$ cat config.mk
export PLATFORM = sky130hd
export DESIGN_NAME = plsu_cell
export DESIGN_NICKNAME = d
export VERILOG_FILES = /design/src/rtl/core/plsu_pkg.sv /design/src/rtl/core/plsu_cell.sv
export SDC_FILE = /design/constraint.sdc
export NUM_CORES = 1
export LEC_CHECK = 0
export BUFFER_PORTS_ARGS = -buffer_cell sky130_fd_sc_hd__buf_2
export CORE_AREA = 2 2 101 103
export CTS_CLUSTER_DIAMETER = 40
export DETAILED_ROUTE_END_ITERATION = 6
export DIE_AREA = 0 0 103 105
export GPL_TIMING_DRIVEN = 0
export PLACE_DENSITY = 0.74
export SLEW_MARGIN = 40
export SYNTH_ARGS = -nofsm -noshare
export SYNTH_HDL_FRONTEND = slang
export SYNTH_SLANG_ARGS = --single-unit
$ cat constraint.sdc
create_clock -name clock -period 3.58 [get_ports clock]
set_clock_uncertainty 0.1 [all_clocks]
set_input_delay 0.716 -clock clock [delete_from_list [all_inputs] [get_ports clock]]
set_output_delay 0.716 -clock clock [all_outputs]
set_load 0.02 [all_outputs]
$ cat src/rtl/core/plsu_pkg.sv
// shared types, codes and defaults of the positional list store
package plsu_pkg;

   localparam int DEPTH_DEFAULT      = 64;
   localparam int DATA_WIDTH_DEFAULT = 32;

   localparam int MODE_W      = 4;
   localparam int VALUE_W     = 32;
   localparam int POS_W       = 7;
   localparam int STATUS_W    = 3;
   localparam int FOUND_W     = 7;
   localparam int COUNT_W     = 7;
   localparam int LENGTH_W    = 7;
   localparam int REQ_TDATA_W = 48;
   localparam int RSP_TDATA_W = 56;

   localparam logic [MODE_W-1:0] MODE_INS_FIRST   = 4'd0;
   localparam logic [MODE_W-1:0] MODE_INS_LAST    = 4'd1;
   localparam logic [MODE_W-1:0] MODE_INS_AT      = 4'd2;
   localparam logic [MODE_W-1:0] MODE_DEL_FIRST   = 4'd3;
   localparam logic [MODE_W-1:0] MODE_DEL_LAST    = 4'd4;
   localparam logic [MODE_W-1:0] MODE_DEL_AT      = 4'd5;
   localparam logic [MODE_W-1:0] MODE_FIND_FIRST  = 4'd6;
   localparam logic [MODE_W-1:0] MODE_FIND_LAST   = 4'd7;
   localparam logic [MODE_W-1:0] MODE_FIND_SECOND = 4'd8;
   localparam logic [MODE_W-1:0] MODE_COUNT       = 4'd9;
   localparam logic [MODE_W-1:0] MODE_READ        = 4'd10;

   localparam logic [STATUS_W-1:0] ST_OK       = 3'd0;
   localparam logic [STATUS_W-1:0] ST_EMPTY    = 3'd1;
   localparam logic [STATUS_W-1:0] ST_NOTFOUND = 3'd2;
   localparam logic [STATUS_W-1:0] ST_BADPOS   = 3'd3;
   localparam logic [STATUS_W-1:0] ST_FULL     = 3'd4;

   typedef enum logic [1:0] {
      STATE_IDLE = 2'b01,
      STATE_SCAN = 2'b10
   } state_type;

   typedef struct packed {
      logic ins;
      logic del;
   } cell_ctrl_type;

endpackage

$ cat src/rtl/core/plsu_cell.sv
// one list cell: holds an entry, shifts with its neighbors, passes the scan record on
module plsu_cell #(
   parameter int DEPTH      = plsu_pkg::DEPTH_DEFAULT,
   parameter int DATA_WIDTH = plsu_pkg::DATA_WIDTH_DEFAULT,
   parameter int INDEX      = 0
) (
   input  logic                              clock,
   input  plsu_pkg::cell_ctrl_type           ctrl,
   input  logic [$clog2(DEPTH)-1:0]          idx,
   input  logic [DATA_WIDTH-1:0]             word,
   input  logic [$clog2(DEPTH+1)-1:0]        length,
   input  logic [DATA_WIDTH-1:0]             left_entry,
   input  logic [DATA_WIDTH-1:0]             right_entry,
   output logic [DATA_WIDTH-1:0]             entry,
   input  logic [$clog2(DEPTH+1)-1:0]        cnt_prev,
   input  logic [$clog2(DEPTH+1)-1:0]        first_prev,
   input  logic [$clog2(DEPTH+1)-1:0]        last_prev,
   input  logic [$clog2(DEPTH+1)-1:0]        second_prev,
   input  logic [DATA_WIDTH-1:0]             rdv_prev,
   output logic [$clog2(DEPTH+1)-1:0]        cnt_next,
   output logic [$clog2(DEPTH+1)-1:0]        first_next,
   output logic [$clog2(DEPTH+1)-1:0]        last_next,
   output logic [$clog2(DEPTH+1)-1:0]        second_next,
   output logic [DATA_WIDTH-1:0]             rdv_next
);

   localparam int IW = $clog2(DEPTH);
   localparam int LW = $clog2(DEPTH+1);
   localparam logic [IW-1:0] CELL_IDX = IW'(INDEX);
   localparam logic [LW-1:0] CELL_NUM = LW'(INDEX);
   localparam logic [LW-1:0] CELL_POS = LW'(INDEX + 1);

   logic [DATA_WIDTH-1:0] entry_ff, entry_in;
   logic [LW-1:0]         cnt_ff, cnt_in;
   logic [LW-1:0]         first_ff, first_in;
   logic [LW-1:0]         last_ff, last_in;
   logic [LW-1:0]         second_ff, second_in;
   logic [DATA_WIDTH-1:0] rdv_ff, rdv_in;
   logic                  match;

   assign match = (CELL_NUM < length) && (entry_ff == word);

   always_comb begin
      entry_in = entry_ff;
      if (ctrl.ins) begin
         if (CELL_IDX > idx) begin
            entry_in = left_entry;
         end else if (CELL_IDX == idx) begin
            entry_in = word;
         end
      end else if (ctrl.del) begin
         if (CELL_IDX >= idx) begin
            entry_in = right_entry;
         end
      end
   end

   always_comb begin
      cnt_in    = cnt_prev + LW'(match);
      first_in  = (match && (first_prev == '0)) ? CELL_POS : first_prev;
      last_in   = match ? CELL_POS : last_prev;
      second_in = match ? last_prev : second_prev;
      rdv_in    = (CELL_IDX == idx) ? entry_ff : rdv_prev;
   end

   always_ff @(posedge clock) begin
      entry_ff  <= entry_in;
      cnt_ff    <= cnt_in;
      first_ff  <= first_in;
      last_ff   <= last_in;
      second_ff <= second_in;
      rdv_ff    <= rdv_in;
   end

   assign entry       = entry_ff;
   assign cnt_next    = cnt_ff;
   assign first_next  = first_ff;
   assign last_next   = last_ff;
   assign second_next = second_ff;
   assign rdv_next    = rdv_ff;

endmodule

==> reports/qor.csv, run 1 <==
metric;value;unit
status;completed;
worst endpoint data arrival time;2.83;ns
post-route ant nets;0;
crit-path max FO;3;
kind of start point of the critical path;flip-flop;
cell area after synthesis;0.00358;sq mm
largest net degree at the start of global routing;20;
Root Buffer;clkbuf_8;
cts bufs inserted;9;
R2R Path Start;entry[3];
Placement Setup Slack;0.461;ns
Pwr Density;420;mW/mm^2
final critical-path setup slack;0.890;ns
layout cell share with drive strength beyond 1;64.3;%
Overflow after GRT;0;
Hold Path Class;primary input to flip-flop;
Reg-to-Reg End;cnt_next[6];
fin area;0.00517;sq mm
Initial Utilization;37.2;%
Mapped Cells;252;
Routed WL per cell;15.0;um
clock insertion delay at the later pin of the skew report;0.35;ns
endpoints failing setup;0;
DR pass1 iterations;4;
Routed WL;9500;um
htree depth;3;
final core utilization;53.6;%
row cnt;36;
Clock Pin Slew Worst Setup and Hold Paths;0.09;ns
RePlAce Congestion;0.776;
register area share after synthesis;60.3;%
global-route wire length before repair;14200;um
# fillers;864;
# DRC;0;
Worst Hold Depth;2;
Clock Tree Buf Depth;2;
antenna violations before repair;0;
Required @ worst endpoint;3.72;ns
max-cap check violation count;0;
CTS tree;done;
Layout Nets;668;
Slew Viols, Final;0;
initial DRC count;85;
number of global-route vias before repair;2983;
Final Critical Period;2.69;ns
Ys Warns;0;
Rel. slew slack;53.8;%
full die area;0.0108;sq mm
syn_area_per_cell;14.2;sq um
Final Hold Viols;0;
I/O pins;264;
Setup TNS;0;ns
via/cell ratio;4.48;
Port Buffers;230;
Layout area overhead;44.2;%
DP HPWL;7770;um
dpl cell area;0.00494;sq mm
RSZ-0062 raised after global routing;no;
Core Area;0.00964;sq mm
CTS Sinks;92;
post-synth cell types;22;
Register-to-Register Path Depth;8;
maximum vdd drop;0.000199;V
FF+latch count, synth;92;
Die W;103;um
most frequent cells in the layout;buf_2, mux2_2, dfxtp_1;
fmax;0.372;GHz
commonest non-fill, non-tap cell in the layout;buf_2;
ant diodes;0;
Vert. Die Dim;105;um
crit path capture type;flip-flop;
Reg2Reg Setup Slack;0.89;ns
via count;2832;
Net Count, Synth;426;
fin crit share;75.1;%
post-CTS setup buffers;0;
Total Routing Usage GR;17.4;%
Setup CP Type;flip-flop to flip-flop;
multi-input logic area;0.00137;sq mm
Pwr Total;2.17;mW
FF+latch area;0.00216;sq mm
cts repair resizes;0;
Leak;2.37;nW
# hold bufs at CTS;0;
Min-Delay Endpoint;first_next[0];
slew at the pin with the worst max-slew slack;0.693;ns
Hold Startpoint;first_prev[0];
-- cell usage after synthesis --
| library cell | count | area share [%] |
|---|---|---|
| mux2_2 | 69 | 22 |
| dfxtp_1 | 60 | 34 |
| xor2_1 | 33 | 8.1 |
| edfxtp_1 | 32 | 27 |
| nor4_1 | 11 | 1.9 |
| clkbuf_1 | 10 | 1.0 |
| nand3_1 | 5 | 0.70 |
| nor2b_1 | 5 | 0.87 |
| nor2_1 | 4 | 0.42 |
| xnor2_1 | 4 | 0.98 |
| buf_1 | 3 | 0.31 |
| nand2_1 | 3 | 0.31 |
| ha_1 | 2 | 0.70 |
| mux2_1 | 2 | 0.63 |
| nor3_1 | 2 | 0.28 |
| a31o_2 | 1 | 0.24 |
| and2b_1 | 1 | 0.21 |
| and3_1 | 1 | 0.17 |
| buf_6 | 1 | 0.31 |
| nand4_1 | 1 | 0.17 |
| nor3_4 | 1 | 0.45 |
| or2_2 | 1 | 0.17 |
-- cell families after synthesis --
kind of cell    Yosys count  share of synthesized area, %
fa+ha+maj                 2                         0.698
buf+inv                  14                          1.68
flops                    92                          60.3
compound gates            1                         0.244
simple gates             35                          5.69
mux                      71                          22.3
xor+xnor                 37                          9.04
-- sequential cells by signal, indices dropped and copies added, names as in the netlist --
name / cells
cnt_next: 7
entry: 32
first_next: 7
last_next: 7
rdv_next: 32
second_next: 7
-- layer usage --
layer | track usage [%] | vias up | wire [um]
li1 | - | 1376 | -
met1 | 19.0 | 1298 | 3660
met2 | 30.1 | 137 | 4820
met3 | 5.08 | 21 | 830
met4 | 8.18 | 0 | 184
met5 | 0 | - | 0
-- layout make-up --
| class | instances | share of cell area [%] |
|---|---|---|
| timing repair buffer | 231 | 22.8 |
| clock inverter | 4 | 0.605 |
| buffer | 14 | 1.16 |
| tap | 133 | 3.22 |
| sequential | 92 | 41.9 |
| clock buffer | 12 | 3.85 |
| multi-input combinational | 146 | 26.5 |
-- stage by stage --
| step | hold slack (ns) | std cells |
|---|---|---|
| after floorplan | 0.582 | 252 |
| after global placement | 0.429 | 615 |
| after detailed placement | 0.438 | 616 |
| after CTS | 0.417 | 632 |
| after global routing | 0.424 | 632 |
| final | 0.446 | 632 |
-- worst max-delay path, cell delays in order, from the launching register on --
cell and delay (ns):
edfxtp_1 0.44, xor2_1 0.19, nor4_1 0.47, nand3_1 0.26, nor3_1 0.37, ha_1 0.28, ha_1 0.22, nand3_1 0.10
xnor2_1 0.14
-- how the worst max path moves through the flow --
stage	slack [ns]	to	start
floorplan	0.27	entry[0]	idx[3]
global placement	-0.85	entry[17]	idx[3]
detailed placement	0.46	cnt_next[6]	word[27]
CTS	0.78	cnt_next[6]	entry[15]
global route	0.69	cnt_next[6]	entry[15]
finish	0.89	cnt_next[6]	entry[3]
-- power breakdown --
part | leakage (nW) | internal (mW) | switching, mW | total (mW)
clock | 0.119 | 0.385 | 0.376 | 0.761
sequential | 0.794 | 1.12 | 0.0114 | 1.13
combinational | 1.46 | 0.140 | 0.133 | 0.272
total | 2.37 | 1.65 | 0.521 | 2.17
No activity file was read; power rests on OpenSTA's default activity.
==> run 2: changes to the inputs <==
Clock period 3.58 ns to 2.8 ns, I/O delays scaled along.
==> reports/qor.csv, run 2 (synthesis results as in run 1) <==
metric;value;unit;change
status;completed;;unchanged
Total Routing Usage GR;17.6;%;was 17.4%
fin crit share;87.7;%;was 75.1%
Hold Path Class;primary input to flip-flop;;unchanged
Slew Viols, Final;0;;unchanged
Buf/Inv on CP;0;;unchanged
full die area;0.0108;sq mm;unchanged
Top Metal Used;met5;;was met4
via/cell ratio;4.46;;was 4.48
cts bufs inserted;9;;unchanged
number of global-route vias before repair;2910;;was 2,983
Routed met2 length;5250;um;was 4820 um
kind of start point of the critical path;flip-flop;;unchanged
maximum vdd drop;0.000256;V;was 0.000199 V
CP peak stage delay;0.43;ns;was 0.47 ns
Placement Setup Slack;-0.0198;ns;was 0.461 ns
Root Buffer;clkbuf_8;;unchanged
post-route ant nets;0;;unchanged
Critical Path, Cell by Cell;xor2_1, nor4_2, nand4_1, nor3_1, ha_1, ha_1, nand3_1, xnor2_1;;was xor2_1, nor4_1, nand3_1, nor3_1, ha_1, ha_1, nand3_1, xnor2_1
via count;2816;;was 2,832
Clock Pin Slew Worst Setup and Hold Paths;0.10;ns;was 0.09 ns
Setup CP Type;flip-flop to flip-flop;;unchanged
htree depth;3;;unchanged
Pwr Density;513;mW/mm^2;was 420 mW/mm^2
RePlAce Congestion;0.778;;was 0.776
placed insts;616;;unchanged
Rel. slew slack;51.0;%;was 53.8%
hold slack final;0.287;ns;was 0.446 ns
RSZ-0062 raised after global routing;no;;unchanged
Final Non-Filler Cells;632;;unchanged
global-route wire length before repair;14300;um;was 14,200 um
Layout Nets;668;;unchanged
# DRC;0;;unchanged
Port Buffers;230;;unchanged
Overflow after GRT;0;;unchanged
DR pass1 iterations;4;;unchanged
layout cell share with drive strength beyond 1;64.7;%;was 64.3%
Vert. Die Dim;105;um;unchanged
clock insertion delay at the later pin of the skew report;0.36;ns;was 0.35 ns
slowest CP cell;edfxtp_1;;was nor4_1
max-cap check violation count;0;;unchanged
CTS tree;done;;unchanged
Clock Tree Buf Depth;2;;unchanged
I/O pins;264;;unchanged
crit-path max FO;3;;unchanged
Initial Utilization;37.2;%;unchanged
final core utilization;53.2;%;was 53.6%
Routed WL per cell;15.5;um;was 15.0 um
post-CTS setup buffers;0;;unchanged
CTS Sinks;92;;unchanged
slew at the pin with the worst max-slew slack;0.735;ns;was 0.693 ns
antenna violations before repair;1;;was 0
Final Critical Period;2.46;ns;was 2.69 ns
Die W;103;um;unchanged
dpl cell area;0.00494;sq mm;unchanged
initial DRC count;72;;was 85
DP HPWL;7970;um;was 7770 um
fmax;0.407;GHz;was 0.372 GHz
Leak;2.35;nW;was 2.37 nW
final critical-path setup slack;0.343;ns;was 0.890 ns
commonest non-fill, non-tap cell in the layout;buf_2;;unchanged
CP most frequent cell;ha_1;;
Required @ worst endpoint;2.95;ns;was 3.72 ns
most frequent cells in the layout;buf_2, mux2_2, dfxtp_1;;unchanged
Final Hold Viols;0;;unchanged
metal3 WL;685;um;was 830 um
endpoints failing setup;0;;unchanged
ant diodes;0;;unchanged
Top delay family on crit path;simple AND/OR/NAND/NOR gates;;unchanged
WL met1;3720;um;was 3660 um
fin area;0.00513;sq mm;was 0.00517 sq mm
Core Area;0.00964;sq mm;unchanged
row cnt;36;;unchanged
worst endpoint data arrival time;2.60;ns;was 2.83 ns
largest net degree at the start of global routing;18;;was 20
crit path capture type;flip-flop;;unchanged
Layout area overhead;43.1;%;was 44.2%
Routed WL;9810;um;was 9500 um
run 2: power by group:
| part | internal (mW) | switching (mW) | leakage, nW |
|---|---|---|---|
| combinational | 0.179 | 0.172 | 1.46 |
| sequential | 1.44 | 0.0145 | 0.794 |
| clock | 0.336 | 0.495 | 0.0952 |
| total | 1.95 | 0.681 | 2.35 |
run 2: metal layers:
metal,vias to the layer above,global-route usage (%)
met4,2,5.83
met3,11,4.35
li1,1380,-
met1,1303,19.4
met2,120,32.4
met5,-,0
run 2: layout make-up:
type                    count  area [sq um]
clock buffers               9           124
multi-input cells         146          1380
repair buffers            231          1180
plain buffers              14          60.1
fillers                   887          4510
well taps                 133           166
clock inverters             7          53.8
flip-flops and latches     92          2160
run 2: final timing paths:
| path | start | endpoint | slack (ns) | cells past startpoint |
|---|---|---|---|---|
| setup / recovery | entry[27] | cnt_next[6] | 0.34 | 8 |
| hold / removal | first_prev[6] | first_next[6] | 0.29 | 2 |
| setup reg to reg | entry[27] | cnt_next[6] | 0.34 | 8 |
| hold reg to reg | entry[28] | rdv_next[28] | 0.46 | 1 |
run 2: stage by stage:
stage / total power [mW] / TNS (ns)
4_1_cts: 2.67 / 0
2_1_floorplan: 1.65 / 0
6_report: 2.63 / 0
3_5_place_dp: 1.83 / -0.0237
3_3_place_gp: 1.82 / -20.53
5_1_grt: 2.75 / 0
run 2: repair_timing:
| action | in CTS | in global routing |
|---|---|---|
| hold buffers | 0 | 0 |
| hold endpoints to repair | 0 | 0 |
| gates resized for setup | 0 | 2 |
| endpoints found under the setup margin | 0 | 2 |
==> run 3: changes to the inputs <==
Settings changed: ABC_AREA set to 1, CORE_AREA 2 2 101 103 to unset, CORE_UTILIZATION set to 30, DIE_AREA 0 0 103 105 to unset, PLACE_DENSITY 0.74 to 0.56.
==> reports/qor.csv, run 3 <==
metric;value;unit;change
switching share of power;25.8;%;was 25.9%
full die area;0.0143;sq mm;was 0.0108 sq mm
Worst Hold Depth;3;;was 2
post-synth cell types;24;;was 22
Die W;120;um;was 103 um
cts bufs inserted;9;;unchanged
R2R Path Start;entry[0];;was entry[27]
Clk pwr share;40.0;%;was 31.6%
Pwr Total;3.10;mW;was 2.63 mW
slew at the pin with the worst max-slew slack;0.583;ns;was 0.735 ns
DR pass1 iterations;5;;was 4
sequential share of power;46.8;%;was 55.1%
worst endpoint data arrival time;2.66;ns;was 2.60 ns
RePlAce Congestion;0.817;;was 0.778
Total Routing Usage GR;19.7;%;was 17.6%
Final Non-Filler Cells;970;;was 632
via/cell ratio;4.33;;was 4.46
endpoints failing setup;0;;unchanged
largest net degree at the start of global routing;18;;unchanged
ant diodes;0;;unchanged
Leak;3.20;nW;was 2.35 nW
Critical Path, Cell by Cell;nand2_1, nand2_1, nor2_1, nand2_1, inv_1, nand2_1, nor2_1, nand3_4, inv_2, ha_1, ha_1, nand3_1, nor2_1, nand2_1, xnor2_1;;was xor2_1, nor4_2, nand4_1, nor3_1, ha_1, ha_1, nand3_1, xnor2_1
area share of fa/ha/maj cells after synthesis;0.603;%;was 0.698%
Routed WL per cell;14.4;um;was 15.5 um
Final Critical Period;2.53;ns;was 2.46 ns
DP HPWL;11200;um;was 7970 um
complex-gate fraction of the synthesized area;6.48;%;was 0.244%
RSZ-0062 raised after global routing;no;;unchanged
Primary FF master, synth;dfxtp_1;;unchanged
number of global-route vias before repair;4056;;was 2,910
Clock Pin Slew Worst Setup and Hold Paths;0.07;ns;was 0.10 ns
Rel. slew slack;61.1;%;was 51.0%
Port Buffers;230;;unchanged
Reg-to-Reg End;cnt_next[6];;unchanged
Synth async-reset ratio;0;%;unchanged
Net Count, Synth;720;;was 426
CP peak stage delay;0.44;ns;was 0.43 ns
Reg2Reg Setup Slack;0.27;ns;was 0.34 ns
kind of start point of the critical path;flip-flop;;unchanged
Hold Path Class;primary input to flip-flop;;unchanged
Layout Nets;963;;was 668
Register-to-Register Path Depth;15;;was 8
Routed WL;14000;um;was 9810 um
hold slack final;0.297;ns;was 0.287 ns
register area share after synthesis;52.1;%;was 60.3%
Layout area overhead;41.1;%;was 43.1%
crit-path max FO;9;;was 3
simple-gate share of the synthesized area;28.9;%;was 5.69%
max-cap check violation count;0;;unchanged
row cnt;42;;was 36
CTS tree;done;;unchanged
Vert. Die Dim;120;um;was 105 um
most common cell in the synthesized netlist;nand2_1;;was mux2_2
Ys Warns;0;;unchanged
switching component of the power;801;uW;was 681 uW
final core utilization;43.9;%;was 53.2%
largest family of logic cells by synthesized area;simple AND/OR/NAND/NOR gates;;was multiplexers
I/O pins;264;;unchanged
cell area after synthesis;0.00415;sq mm;was 0.00358 sq mm
Clock Tree Buf Depth;2;;unchanged
Root Buffer;clkbuf_16;;was clkbuf_8
layout cell share with drive strength beyond 1;33.9;%;was 64.7%
Core Area;0.0133;sq mm;was 0.00964 sq mm
placed insts;953;;was 616
EDFF count, synth;32;;unchanged
proportion of synthesized area in mux cells;0;%;was 22.3%
# DRC;0;;unchanged
Mapped Cells;546;;was 252
commonest non-fill, non-tap cell in the layout;buf_2;;unchanged
global-route wire length before repair;21000;um;was 14,300 um
CP most frequent cell;nand2_1;;was ha_1
Setup CP Type;flip-flop to flip-flop;;unchanged
status;completed;;unchanged
# fillers;1412;;was 887
cell taking the most area after synthesis;dfxtp_1;;unchanged
Hold Startpoint;rdv_prev[28];;was first_prev[6]
Pint;2.30;mW;was 1.95 mW
fmax;0.396;GHz;was 0.407 GHz
htree depth;3;;unchanged
top cell type's share of synthesized area;28.9;%;was 33.5%
combinational power share;13.2;%;was 13.3%
fin crit share;90.3;%;was 87.7%
crit path capture type;flip-flop;;unchanged
# hold bufs at CTS;0;;unchanged
main area contributors after synthesis;dfxtp_1, edfxtp_1, nand2_1, inv_1, o21ai_0;;was dfxtp_1, edfxtp_1, mux2_2, xor2_1, nor4_1
Required @ worst endpoint;2.93;ns;was 2.95 ns
maximum vdd drop;0.000348;V;was 0.000256 V
clock insertion delay at the later pin of the skew report;0.35;ns;was 0.36 ns
antenna violations before repair;1;;unchanged
initial DRC count;202;;was 72
top cells by count, synth;nand2_1, inv_1, dfxtp_1, nor2_1, o21ai_0;;was mux2_2, dfxtp_1, xor2_1, edfxtp_1, nor4_1
area share of xor/xnor cells in the synthesized design;2.74;%;was 9.04%
Initial Utilization;31.1;%;was 37.2%
most frequent cells in the layout;buf_2, nand2_1, inv_1;;was buf_2, mux2_2, dfxtp_1
FF+latch count, synth;92;;unchanged
Slew Viols, Final;0;;unchanged
via count;4204;;was 2,816
Final Hold Viols;0;;unchanged
post-route ant nets;0;;unchanged
Pwr Density;530;mW/mm^2;was 513 mW/mm^2
Min-Delay Endpoint;rdv_next[28];;was first_next[6]
slowest CP cell;edfxtp_1;;unchanged
syn_area_per_cell;7.60;sq um;was 14.2 sq um
CTS Sinks;92;;unchanged
Overflow after GRT;0;;unchanged
==> run 3: cell types whose count changed after synthesis, moves of 6 or more <==
cell     before  now
nand2_1       3  214
inv_1         0   74
mux2_2       69    0
o21ai_0       0   40
nor2_1        4   43
xor2_1       33    4
nand3_1       5   25
nor4_1       11    0
buf_2         0    6
==> run 3: kinds of logic (layout without fill, tap and decap cells) <==
logic type      Yosys count  in the layout
compound gates           50             50
xor+xnor                 13             13
fa+ha+maj                 2              2
buf+inv                  94            342
flops                    92             92
simple gates            295            295
==> run 3: stage by stage <==
step	setup WS (ns)	cell area, sq um	setup TNS [ns]
floorplan	0.0894	4150	0
global placement	-0.783	5520	-24.93
detailed placement	-0.0390	5540	-0.524
CTS	0.135	5840	0
global route	0.000331	5860	0
finish	0.272	5860	0
==> run 3: cell type report <==
cell class | count | area [sq um] | area share [%]
flip-flops and latches | 92 | 2160 | 36.9
repair buffers | 232 | 1170 | 20.0
clock inverters | 7 | 72.6 | 1.24
multi-input cells | 360 | 1620 | 27.7
plain buffers | 19 | 101 | 1.73
inverters | 75 | 282 | 4.81
clock buffers | 9 | 225 | 3.85
well taps | 176 | 220 | 3.76
==> run 3: worst max path at each step <==
| stage | startpoint | cells after the start | slack (ns) | endpoint |
|---|---|---|---|---|
| after floorplan | idx[5] | 5 | 0.09 | entry[0] |
| after global placement | idx[5] | 6 | -0.78 | entry[11] |
| after detailed placement | word[3] | 14 | -0.04 | cnt_next[6] |
| after CTS | entry[3] | 13 | 0.14 | cnt_next[6] |
| after global routing | entry[0] | 15 | 0.0003 | cnt_next[6] |
| final | entry[0] | 15 | 0.27 | cnt_next[6] |
==> run 3: worst max-delay path, delay by kind of cell (launching register included) <==
| kind | cells | cell delay (ns) |
|---|---|---|
| fa+ha+maj | 2 | 0.41 |
| buf+inv | 2 | 0.21 |
| xor+xnor | 1 | 0.11 |
| flops | 1 | 0.44 |
| simple gates | 10 | 1.13 |
==> run 3: metal layers <==
metal / GRT usage [%] / vias up / wire length (um)
met5: 0 / - / 0
met4: 7.97 / 0 / 301
met3: 3.56 / 17 / 896
met2: 33.3 / 160 / 6670
met1: 24.6 / 1856 / 6100
li1: - / 2171 / -
==> run 3: timing repair <==
item | 4_1_cts | 5_1_grt
gates resized for setup | 0 | 1
buffers inserted | 0 | 1
endpoints found under the setup margin | 0 | 1
hold endpoints to repair | 0 | 0
==> run 3: power by group through the flow <==
stage / clock, mW / sequential, mW / combinational (mW)
after global placement: 0 / 1.48 / 0.404
after CTS: 1.27 / 1.45 / 0.412
after floorplan: 0 / 1.55 / 0.137
after detailed placement: 0 / 1.48 / 0.411
after global routing: 1.32 / 1.46 / 0.455
final: 1.24 / 1.45 / 0.410
